`src/hdl/dqd_pkg.sv`:
```
// Package for the bounded deque core: request and status codes, result
// word layout and fixed port widths.
// No dependencies.
package dqd_pkg;

    // Fixed widths of the request and result fields
    localparam int REQ_W      = 4;
    localparam int ARG_W      = 32;
    localparam int ITEM_W     = 32;
    localparam int STATUS_W   = 2;
    localparam int LIST_LEN_W = 7;

    // Request codes
    localparam logic [REQ_W-1:0] REQ_PUSH_FRONT = 4'd0;
    localparam logic [REQ_W-1:0] REQ_PUSH_BACK  = 4'd1;
    localparam logic [REQ_W-1:0] REQ_POP_FRONT  = 4'd2;
    localparam logic [REQ_W-1:0] REQ_POP_BACK   = 4'd3;
    localparam logic [REQ_W-1:0] REQ_DELETE     = 4'd4;
    localparam logic [REQ_W-1:0] REQ_READ_ALL   = 4'd5;
    localparam logic [REQ_W-1:0] REQ_READ_FIRST = 4'd6;
    localparam logic [REQ_W-1:0] REQ_READ_LAST  = 4'd7;
    localparam logic [REQ_W-1:0] REQ_CLEAR      = 4'd8;

    // Result status codes
    localparam logic [STATUS_W-1:0] ST_OK    = 2'd0;
    localparam logic [STATUS_W-1:0] ST_FULL  = 2'd1;
    localparam logic [STATUS_W-1:0] ST_EMPTY = 2'd2;

    // One result word as handed to the output stage
    typedef struct packed {
        logic [ITEM_W-1:0]     item_value;
        logic                  is_last;
        logic [STATUS_W-1:0]   status;
        logic [LIST_LEN_W-1:0] list_length;
    } dqd_result_t;

endpackage

```
`src/hdl/bounded_deque_with_value_delete_core.sv`:
```
// Bounded deque of signed words with delete-by-value, held in a ring store
// (one write port, one registered read port) and driven by a small sequencer
// with one shared modulo address unit. Push, pop, clear and unknown codes
// go through the decode and response states to the output register. Delete
// walks the list entry by entry (read, then compare and compact-write). A
// read issues and emits its entries one at a time, each waiting on m_ready.
// s_ready is high only between requests.
// Depends on dqd_pkg, dqd_slot_calc and dqd_out_reg.
module bounded_deque_with_value_delete_core
    import dqd_pkg::*;
#(
    parameter int CAPACITY    = 64,
    parameter int VALUE_WIDTH = 32
) (
    input  logic                    aclk,
    input  logic                    aresetn,
    input  logic                    s_valid,
    output logic                    s_ready,
    input  logic [REQ_W-1:0]        s_req_type,
    input  logic signed [ARG_W-1:0] s_argument,
    output logic                    m_valid,
    input  logic                    m_ready,
    output logic signed [ITEM_W-1:0] m_item_value,
    output logic                    m_is_last,
    output logic [STATUS_W-1:0]     m_status,
    output logic [LIST_LEN_W-1:0]   m_list_length
);

    localparam int IDX_W = (CAPACITY > 1) ? $clog2(CAPACITY) : 1;
    localparam int CNT_W = $clog2(CAPACITY + 1);

    typedef enum logic [2:0] {
        S_IDLE,
        S_DECODE,
        S_DEL_RD,
        S_DEL_CMP,
        S_RD_ISSUE,
        S_RD_EMIT,
        S_RESP
    } state_t;

    state_t                  state_reg, state_next;
    logic [REQ_W-1:0]        req_reg, req_next;
    logic signed [ARG_W-1:0] arg_reg, arg_next;
    logic [IDX_W-1:0]        front_reg, front_next;
    logic [CNT_W-1:0]        count_reg, count_next;
    logic [CNT_W-1:0]        idx_reg, idx_next;
    logic [CNT_W-1:0]        keep_reg, keep_next;
    logic [CNT_W-1:0]        num_reg, num_next;
    logic [CNT_W-1:0]        start_reg, start_next;
    logic [STATUS_W-1:0]     status_reg, status_next;

    // Ring store
    logic [VALUE_WIDTH-1:0] mem [CAPACITY];
    logic [VALUE_WIDTH-1:0] rdata_reg;
    logic                   mem_we;
    logic                   mem_re;

    // Shared address unit
    logic [IDX_W-1:0] addr_off;
    logic [IDX_W-1:0] slot;

    // Output stage handshake
    logic        out_load;
    logic        out_free;
    dqd_result_t out_data;

    // Derived values
    logic [63:0]            arg_ext;
    logic [63:0]            rd_ext;
    logic [VALUE_WIDTH-1:0] val_cur;
    logic [CNT_W-1:0]       rd_pos;
    logic [CNT_W-1:0]       idx_inc;
    logic [CNT_W-1:0]       n_calc;
    logic [CNT_W-1:0]       start_calc;
    logic                   is_full;
    logic                   is_empty;

    assign arg_ext  = 64'(arg_reg);
    assign val_cur  = arg_ext[VALUE_WIDTH-1:0];
    assign rd_ext   = 64'(rdata_reg);
    assign rd_pos   = start_reg + idx_reg;
    assign idx_inc  = idx_reg + CNT_W'(1);
    assign is_full  = (count_reg == CNT_W'(CAPACITY));
    assign is_empty = (count_reg == '0);
    assign s_ready  = (state_reg == S_IDLE);

    // Entry count for the read requests, clamped to the length (zero if negative)
    always_comb begin
        if (req_reg == REQ_READ_ALL) begin
            n_calc = count_reg;
        end else if (arg_reg[ARG_W-1]) begin
            n_calc = '0;
        end else if ($unsigned(arg_reg) > ARG_W'(count_reg)) begin
            n_calc = count_reg;
        end else begin
            n_calc = arg_reg[CNT_W-1:0];
        end
        start_calc = (req_reg == REQ_READ_LAST) ? (count_reg - n_calc) : '0;
    end

    // Offset fed to the shared address unit in each step
    always_comb begin
        addr_off = '0;
        case (state_reg)
            S_DECODE: begin
                case (req_reg)
                    REQ_PUSH_FRONT: addr_off = IDX_W'(CAPACITY - 1);
                    REQ_PUSH_BACK:  addr_off = count_reg[IDX_W-1:0];
                    REQ_POP_FRONT:  addr_off = IDX_W'(1);
                    default:        addr_off = '0;
                endcase
            end
            S_DEL_RD:   addr_off = idx_reg[IDX_W-1:0];
            S_DEL_CMP:  addr_off = keep_reg[IDX_W-1:0];
            S_RD_ISSUE: addr_off = rd_pos[IDX_W-1:0];
            default:    addr_off = '0;
        endcase
    end

    dqd_slot_calc #(
        .CAPACITY(CAPACITY)
    ) u_slot (
        .base_idx(front_reg),
        .offset  (addr_off),
        .slot    (slot)
    );

    // Sequencer next-state and datapath control
    always_comb begin
        state_next  = state_reg;
        req_next    = req_reg;
        arg_next    = arg_reg;
        front_next  = front_reg;
        count_next  = count_reg;
        idx_next    = idx_reg;
        keep_next   = keep_reg;
        num_next    = num_reg;
        start_next  = start_reg;
        status_next = status_reg;
        mem_we      = 1'b0;
        mem_re      = 1'b0;
        out_load    = 1'b0;
        out_data.item_value  = '0;
        out_data.is_last     = 1'b1;
        out_data.status      = status_reg;
        out_data.list_length = LIST_LEN_W'(count_reg);

        case (state_reg)
            S_IDLE: begin
                if (s_valid) begin
                    req_next    = s_req_type;
                    arg_next    = s_argument;
                    status_next = ST_OK;
                    state_next  = S_DECODE;
                end
            end

            S_DECODE: begin
                state_next = S_RESP;
                case (req_reg)
                    REQ_PUSH_FRONT: begin
                        if (is_full) begin
                            status_next = ST_FULL;
                        end else begin
                            mem_we     = 1'b1;
                            front_next = slot;
                            count_next = count_reg + CNT_W'(1);
                        end
                    end
                    REQ_PUSH_BACK: begin
                        if (is_full) begin
                            status_next = ST_FULL;
                        end else begin
                            mem_we     = 1'b1;
                            count_next = count_reg + CNT_W'(1);
                        end
                    end
                    REQ_POP_FRONT: begin
                        if (!is_empty) begin
                            front_next = slot;
                            count_next = count_reg - CNT_W'(1);
                        end
                    end
                    REQ_POP_BACK: begin
                        if (!is_empty) begin
                            count_next = count_reg - CNT_W'(1);
                        end
                    end
                    REQ_DELETE: begin
                        idx_next   = '0;
                        keep_next  = '0;
                        state_next = S_DEL_RD;
                    end
                    REQ_READ_ALL, REQ_READ_FIRST, REQ_READ_LAST: begin
                        num_next   = n_calc;
                        start_next = start_calc;
                        idx_next   = '0;
                        if (n_calc == '0) begin
                            status_next = ST_EMPTY;
                        end else begin
                            state_next = S_RD_ISSUE;
                        end
                    end
                    REQ_CLEAR: begin
                        front_next = '0;
                        count_next = '0;
                    end
                    default: begin
                        state_next = S_RESP;
                    end
                endcase
            end

            // Delete: read entry i, then keep it at position k if it differs
            S_DEL_RD: begin
                if (idx_reg == count_reg) begin
                    count_next = keep_reg;
                    state_next = S_RESP;
                end else begin
                    mem_re     = 1'b1;
                    idx_next   = idx_inc;
                    state_next = S_DEL_CMP;
                end
            end

            S_DEL_CMP: begin
                if (rdata_reg != val_cur) begin
                    mem_we    = 1'b1;
                    keep_next = keep_reg + CNT_W'(1);
                end
                state_next = S_DEL_RD;
            end

            // Streaming read, front to back
            S_RD_ISSUE: begin
                mem_re     = 1'b1;
                state_next = S_RD_EMIT;
            end

            S_RD_EMIT: begin
                out_data.item_value = rd_ext[ITEM_W-1:0];
                out_data.is_last    = (idx_inc == num_reg);
                out_data.status     = ST_OK;
                if (out_free) begin
                    out_load = 1'b1;
                    idx_next = idx_inc;
                    state_next = (idx_inc == num_reg) ? S_IDLE : S_RD_ISSUE;
                end
            end

            S_RESP: begin
                if (out_free) begin
                    out_load   = 1'b1;
                    state_next = S_IDLE;
                end
            end

            default: begin
                state_next = S_IDLE;
            end
        endcase
    end

    // Sequencer registers
    always_ff @(posedge aclk) begin
        if (!aresetn) begin
            state_reg  <= S_IDLE;
            front_reg  <= '0;
            count_reg  <= '0;
            idx_reg    <= '0;
            keep_reg   <= '0;
            num_reg    <= '0;
            start_reg  <= '0;
            status_reg <= ST_OK;
        end else begin
            state_reg  <= state_next;
            front_reg  <= front_next;
            count_reg  <= count_next;
            idx_reg    <= idx_next;
            keep_reg   <= keep_next;
            num_reg    <= num_next;
            start_reg  <= start_next;
            status_reg <= status_next;
        end
        req_reg <= req_next;
        arg_reg <= arg_next;
    end

    // Ring store: one write, one registered read, both at the shared slot
    always_ff @(posedge aclk) begin
        if (mem_we) begin
            mem[slot] <= (state_reg == S_DEL_CMP) ? rdata_reg : val_cur;
        end
    end

    always_ff @(posedge aclk) begin
        if (mem_re) begin
            rdata_reg <= mem[slot];
        end
    end

    dqd_out_reg u_out (
        .aclk         (aclk),
        .aresetn      (aresetn),
        .load_valid   (out_load),
        .load_data    (out_data),
        .load_ready   (out_free),
        .m_valid      (m_valid),
        .m_ready      (m_ready),
        .m_item_value (m_item_value),
        .m_is_last    (m_is_last),
        .m_status     (m_status),
        .m_list_length(m_list_length)
    );

`ifndef SYNTH
    // Length never exceeds the store
    a_count_bound: assert property (@(posedge aclk) disable iff (!aresetn)
        count_reg <= CNT_W'(CAPACITY))
        else $error("entry count above capacity");

    // Ring front stays inside the store
    a_front_bound: assert property (@(posedge aclk) disable iff (!aresetn)
        front_reg < IDX_W'(CAPACITY - 1) || front_reg == IDX_W'(CAPACITY - 1))
        else $error("front index outside the ring");

    // A request transfer closes the input until it is done
    a_busy_after_req: assert property (@(posedge aclk) disable iff (!aresetn)
        s_valid && s_ready |=> !s_ready)
        else $error("input reopened in the cycle after a transfer");

    // The store is only written while a request is in work
    a_no_idle_write: assert property (@(posedge aclk) disable iff (!aresetn)
        state_reg == S_IDLE |-> !mem_we)
        else $error("store written while idle");
`endif

endmodule

```
`src/hdl/dqd_slot_calc.sv`:
```
// Shared ring address unit: (base + offset) modulo CAPACITY.
// Depends on nothing; used by the sequencer for every store access.
module dqd_slot_calc #(
    parameter int CAPACITY = 64
) (
    input  logic [((CAPACITY > 1) ? $clog2(CAPACITY) : 1)-1:0] base_idx,
    input  logic [((CAPACITY > 1) ? $clog2(CAPACITY) : 1)-1:0] offset,
    output logic [((CAPACITY > 1) ? $clog2(CAPACITY) : 1)-1:0] slot
);

    localparam int IDX_W = (CAPACITY > 1) ? $clog2(CAPACITY) : 1;

    logic [IDX_W:0] sum;

    // Both operands are below CAPACITY, so one conditional subtract wraps
    always_comb begin
        sum = {1'b0, base_idx} + {1'b0, offset};
        if (sum >= (IDX_W + 1)'(CAPACITY)) begin
            sum = sum - (IDX_W + 1)'(CAPACITY);
        end
        slot = sum[IDX_W-1:0];
    end

endmodule

```
`src/hdl/dqd_out_reg.sv`:
```
// Single-entry output register for the result channel.
// Depends on dqd_pkg for the result word layout.
module dqd_out_reg
    import dqd_pkg::*;
(
    input  logic                  aclk,
    input  logic                  aresetn,
    input  logic                  load_valid,
    input  dqd_result_t           load_data,
    output logic                  load_ready,
    output logic                  m_valid,
    input  logic                  m_ready,
    output logic [ITEM_W-1:0]     m_item_value,
    output logic                  m_is_last,
    output logic [STATUS_W-1:0]   m_status,
    output logic [LIST_LEN_W-1:0] m_list_length
);

    logic        valid_reg;
    dqd_result_t data_reg;

    // Slot is free when empty or when its word leaves this cycle
    assign load_ready = !valid_reg || m_ready;

    always_ff @(posedge aclk) begin
        if (!aresetn) begin
            valid_reg <= 1'b0;
        end else if (load_ready) begin
            valid_reg <= load_valid;
        end
    end

    always_ff @(posedge aclk) begin
        if (load_ready && load_valid) begin
            data_reg <= load_data;
        end
    end

    assign m_valid       = valid_reg;
    assign m_item_value  = data_reg.item_value;
    assign m_is_last     = data_reg.is_last;
    assign m_status      = data_reg.status;
    assign m_list_length = data_reg.list_length;

endmodule

```
`config.mk`:
```
export PLATFORM = sky130hd
export DESIGN_NAME = bounded_deque_with_value_delete_core
export DESIGN_NICKNAME = d
export VERILOG_FILES = /design/src/hdl/dqd_pkg.sv /design/src/hdl/bounded_deque_with_value_delete_core.sv /design/src/hdl/dqd_slot_calc.sv /design/src/hdl/dqd_out_reg.sv
export SDC_FILE = /design/constraint.sdc
export NUM_CORES = 2
export LEC_CHECK = 0
export BUFFER_PORTS_ARGS = -buffer_cell sky130_fd_sc_hd__buf_2
export CAP_MARGIN = 20
export CORE_MARGIN = 8
export CORE_UTILIZATION = 25
export CTS_CLUSTER_DIAMETER = 80
export DETAILED_ROUTE_END_ITERATION = 16
export PLACE_DENSITY = 0.41
export SETUP_SLACK_MARGIN = 0.05
export SLEW_MARGIN = 25
export SYNTH_ARGS = -nofsm -noshare
export SYNTH_HDL_FRONTEND = slang
export SYNTH_HIERARCHICAL = 1
export SYNTH_SLANG_ARGS = --single-unit
export TNS_END_PERCENT = 10
```
`constraint.sdc`:
```
create_clock -name aclk -period 15.5 [get_ports aclk]
set_clock_uncertainty 0.2 [all_clocks]
set_input_delay 2.325 -clock aclk [delete_from_list [all_inputs] [get_ports aclk]]
set_output_delay 2.325 -clock aclk [all_outputs]
set_load 0.005 [all_outputs]
```
# Word-level counts from Yosys, hierarchy flattened
# Memories as Yosys holds them, arrays and structs flattened. A register that Yosys moved wholly into a read port is not among the register bits.
# Index checks and enable logic that the tools add are counted.
[classes]
order_cmp = 2
eq_ne = 34
n_mux = 46
n_addsub = 8
n_reduce_logical = 25
[ops]
columns = ["op", "count"]
rows = [
  ["$mux 7", 11],
  ["$pmux 7 s3", 2],
  ["$pmux 6 s3", 2],
  ["$gt 32x7->1", 1],
  ["$mux 32", 1],
  ["$ne 32x32->1", 1],
  ["$pmux 7 s2", 2],
  ["$mux 6", 4],
  ["$pmux 6 s4", 1],
  ["$add 7x1->7 const B", 3],
  ["$pmux 3 s7", 1],
  ["$eq 4x3->1 const B", 4],
  ["$mux 3", 5],
  ["$ne 3x3->1 const B", 5],
  ["$eq 7x7->1", 2],
  ["$logic_not 7->1", 2],
  ["$ne 2x2->1 const B", 7],
  ["$reduce_and 5->1", 2],
  ["$eq 3x3->1 const B", 3],
  ["$eq 4x2->1 const B", 2],
  ["$mux 1", 8],
  ["$mux 2", 4],
  ["$pmux 2 s2", 2],
  ["$reduce_and 4->1", 2],
  ["other kinds (27)", 38],
]
[word_totals]
n_memories = 1
ff_bits = 124
ram_bits = 2048
[memory_table]
columns = ["name", "words", "width", "read_ports", "rd_clocked_by_memory_dff", "write_ports", "line", "rtl"]
rows = [
  ["mem", 64, 32, 1, 1, 1, "bounded_deque_with_value_delete_core.sv:54", "logic [VALUE_WIDTH-1:0] mem [CAPACITY];"],
]

# Logic depth before layout (Yosys ltp)
[logic_depth]
ltp_word = 8
depth_mapped = 19

# Cells and area by module
# The synthesis kept the hierarchy.
[by_module_without_submodules]
columns = ["module", "cells_per_inst", "area_per_inst_um2", "seq_area_each_um2", "instances"]
rows = [
  ["bounded_deque_with_value_delete_core", 4534, 80110.6, 64441.8, 1],
  ["dqd_out_reg", 47, 1318.8, 1281.2, 1],
  ["dqd_slot_calc", 19, 186.4, 0.0, 1],
]

# Worst setup path before layout
# OpenSTA, ideal clock, no wires.
[synth_path]
path_type = "reg2reg"
from = "register idx_reg[1]"
to = "memory mem[13][0], enable pin"
setup_slack_ns = 9.846
setup_time_ns = 0.421
arrival_ns = 5.033
path_stages_with_launch = 14
path_cell_list = "dfxtp_1 > inv_1 > fa_1 > or4b_2 > o21ai_0 > fa_1 > buf_2 > and3b_1 > clkbuf_1 > buf_2 > clkbuf_1 > clkbuf_1 > nand2_1 > nor2_1"
[synth_via]
elab_chain_len = 5
word_cells_on_any_way = 6
[synth_lines]
columns = ["item", "line", "rtl"]
rows = [
  ["start: declaration", "bounded_deque_with_value_delete_core.sv:47", "logic [CNT_W-1:0] idx_reg, idx_next;"],
  ["start signal: assignment", "bounded_deque_with_value_delete_core.sv:280", "idx_reg <= idx_next;"],
  ["$add 6x6->6", "bounded_deque_with_value_delete_core.sv:82", "assign rd_pos = start_reg + idx_reg;"],
  ["$pmux 6 s4 (*)", "bounded_deque_with_value_delete_core.sv:105", "case (state_reg)"],
  ["net addr_off[1]", "bounded_deque_with_value_delete_core.sv:60", "logic [IDX_W-1:0] addr_off;"],
  ["$add 6x6->7 (*)", "dqd_slot_calc.sv:17", "sum = {1'b0, base_idx} + {1'b0, offset};"],
  ["$sub 6x1->6 or $ge 7x7->1 (tied branches)", "dqd_slot_calc.sv:19, dqd_slot_calc.sv:18", ""],
  ["$mux 6 (*)", "dqd_slot_calc.sv:18", "if (sum >= (IDX_W + 1)'(CAPACITY)) begin"],
  ["net slot[1]", "bounded_deque_with_value_delete_core.sv:61", "logic [IDX_W-1:0] slot;"],
  ["end: declaration", "bounded_deque_with_value_delete_core.sv:54", ""],
]
# The timed path passes the listed nets; every way through them passes the cells marked *.

# Worst setup path in the final report
[layout_path]
from = "register state_reg[0]"
to = "register rdata_reg[12] (read register of mem) (data pin)"
[layout_via]
elab_chain_len = 5
word_cells_on_any_way = 10
[layout_lines]
columns = ["item", "line", "rtl"]
rows = [
  ["start: declaration", "bounded_deque_with_value_delete_core.sv:42", "state_t state_reg, state_next;"],
  ["start signal: assignment", "bounded_deque_with_value_delete_core.sv:277", "state_reg <= state_next;"],
  ["$eq 3x3->1 (tied with other cells)", "bounded_deque_with_value_delete_core.sv:105", ""],
  ["$pmux 6 s4 (*)", "bounded_deque_with_value_delete_core.sv:105", ""],
  ["net addr_off[1]", "bounded_deque_with_value_delete_core.sv:60", ""],
  ["$add 6x6->7 (*)", "dqd_slot_calc.sv:17", ""],
  ["$sub 6x1->6 or $ge 7x7->1 (tied branches)", "dqd_slot_calc.sv:19, dqd_slot_calc.sv:18", ""],
  ["$mux 6 (*)", "dqd_slot_calc.sv:18", ""],
  ["net slot[2]", "bounded_deque_with_value_delete_core.sv:61", ""],
  ["end: declaration", "bounded_deque_with_value_delete_core.sv:55", "logic [VALUE_WIDTH-1:0] rdata_reg;"],
]
# Marked as above.
# A chain may end at the register's enable or synchronous reset.

==> flow_metrics.tcl <==
set metrics [dict create \
    synth_compound_area_frac 0.132 \
    synth_area_mm2 0.0816 \
    cts_resized 0 \
    synth-async-reset-ratio 0 \
    place_hpwl_um 157000 \
    drtPass1Iterations 6 \
    crit_type "reg -> reg" \
    final_cells 9316 \
    path_max_fanout 90 \
    fmax_mhz 134 \
    wirelength_um 288000 \
    start_util 0.250 \
    finalSetupTns_ns 0 \
    wl_per_cell_um 30.9 \
    syn_to_final_growth_pct 17.4 \
    synth.distinct_cells 79 \
    ys_ff_latch 2204 \
    gp_congestion 0.770 \
    rsz0062_at_grt "false" \
    cts-buffers-inserted 238 \
    ff_latch_area_mm2 0.0657 \
    period_share 0.481 \
    worst_slew_pin_slew_ns 1.13 \
    grt_pass1_vias 46200 \
    final_common_cell "edfxtp_1" \
    arrival_ns 7.97 \
    max_slew_margin 0.244 \
    cts.path.max_buffers 4 \
    regMostFlops "mem" \
    synth_edf_count 2158 \
    cts_sinks 2204 \
    fin_crit_ns 7.45 \
    mostFrequentLayoutCells "2,158 x edfxtp_1, 641 x a22oi_1, 241 x clkbuf_16" \
    grt_remaining_overflow 0 \
    ir_drop_v 0.000105 \
    end_kind "register" \
    die_area_mm2 0.345 \
    clkLatencyLatePin_ns 0.91 \
    yosys_warnings 6 \
    preCtsSetupSlack_ns 8.18 \
    htreeDepth 4 \
    via_count 46800 \
    finalSetupViolations 0 \
    hold_slack_ns 0.268 \
    cts_tree "yes" \
    grt_usage 0.160 \
    io_buffers 83 \
    synth_top_family_by_area "compound AO/OA/AOI/OAI gates" \
    synthTopCellsByArea "edfxtp_1 79%, a22oi_1 5.9%, a221oi_1 2.1%" \
    syn_area_per_cell_um2 17.7 \
    die_w_um 587 \
    grt_max_degree 104 \
    required_ns 16.02 \
    die_y_um 587 \
    yosys.area.top_type_share 0.794 \
    clk_pin_slew_ns 0.06 \
    nNetsFinal 4854 \
    cp-start-kind "register" \
    fp-row-count 210 \
    largest_reg_flops 2048 \
    power_leakage_nw 29.0 \
    fin_area_mm2 0.0958 \
    ant_nets 0 \
    ys_seq_area_frac 0.805 \
    nFillCells 32100 \
    drive_above_1_share 0.142 \
    synth_xor_area_frac 0.00751 \
    route.detailed.drc 0 \
    drv_cap 0 \
    drt-initial-drc-count 4946 \
    placed_cell_area_mm2 0.0886 \
    synthFlopType "edfxtp_1" \
    setup_slack_ns 8.05 \
    grt_antenna_before_repair 11 \
    post-place-cells 8888 \
    syn_inst 4600 \
    cts_hold_buf 0 \
    cts-root-buf "clkbuf_16" \
    multi_input_area_mm2 0.0153 \
    postCtsSetupBuffers 0 \
    synth.area.mux_share 0.000429 \
    ioPinCount 84 \
    hold_path_class "reg -> reg" \
    coreArea_mm2 0.326 \
    detail_route.vias_per_cell 5.03 \
    finalHoldViolCount 0 \
    drv_slew 0 \
    grt_pass1_wl_um 395000 \
    synth-simple-area-share 0.0328 \
    synth_adder_area_share 0.00518 \
    synth_nets 4672 \
    status "completed" \
    yosysTopAreaCell "edfxtp_1" \
    p_per_area_mw_per_mm2 154 \
]
-- path summary, 6_finish.rpt --
| check | start | endpoint | slack (ns) | cells after the start |
|---|---|---|---|---|
| setup / recovery | state_reg[0] | rdata_reg[12] | 8.05 | 14 |
| hold / removal | front_reg[3] | front_reg[3] | 0.27 | 2 |
| setup reg to reg | state_reg[0] | rdata_reg[12] | 8.05 | 14 |
| hold reg to reg | front_reg[3] | front_reg[3] | 0.27 | 2 |
-- power breakdown --
part	internal (mW)	switching, mW	total [mW]
Sequential	7.26	0.228	7.48
Clock	3.06	2.35	5.41
Combinational	0.412	1.46	1.87
-- per-layer routing --
layer,global-route usage,share of wire,vias to the layer above
met5,0,0,-
met3,0.0226,0.055,318
li1,-,-,19600
met4,0.0302,0.018,0
met1,0.229,0.46,25300
met2,0.259,0.47,1581
-- critical path: stages (launching register included) --
cell and delay (ns):
dfxtp_1 0.63, or3b_1 0.51, nor4_2 0.45, a21oi_1 0.13, o21ai_0 0.47, fa_1 0.33
xor2_1 0.74, and3b_4 0.62, buf_4 0.47, buf_12 0.50, buf_4 0.63, a22oi_1 0.20
a31oi_1 0.84, a21oi_1 0.18, nand3_1 0.14
-- final cells by class --
class	count	area share
sequential	2204	0.686
multi-input combinational	2059	0.160
clock buffer	302	0.0659
tap	4346	0.0567
timing repair buffer	247	0.0202
clock inverter	124	0.00987
inverter	32	0.00125
antenna	2	0.0000522
-- cell families (layout without fill, tap and decap cells) --
family / Yosys count / after routing
XOR/XNOR: 70 / 70
other: 0 / 2
buffers and inverters: 337 / 705
multiplexers: 3 / 3
AO/OA/AOI/OAI: 1434 / 1434
adder cells (fa/ha/maj): 32 / 32
AND/OR/NAND/NOR: 520 / 520
flip-flops: 2204 / 2204
-- through the flow --
stage / power, mW / util
4_1_cts: 14.9 / 0.294
5_1_grt: 15.2 / 0.294
6_report: 14.8 / 0.294
3_3_place_gp: 9.46 / 0.271
3_5_place_dp: 9.49 / 0.272
2_1_floorplan: 8.46 / -
-- synthesized netlist by cell type (17+ instances only) --
master	number
a21oi_1	88
a221oi_1	197
a22o_1	196
a22oi_1	641
a31oi_1	203
and2_1	40
buf_1	40
buf_2	48
clkbuf_1	214
dfxtp_1	46
edfxtp_1	2158
ha_1	29
inv_1	32
nand2_1	144
nand3_1	52
nand4_1	73
nor2_1	92
nor4_1	44
o21ai_0	29
xnor2_1	53
xor2_1	17
(Power assumes the default switching activity.)
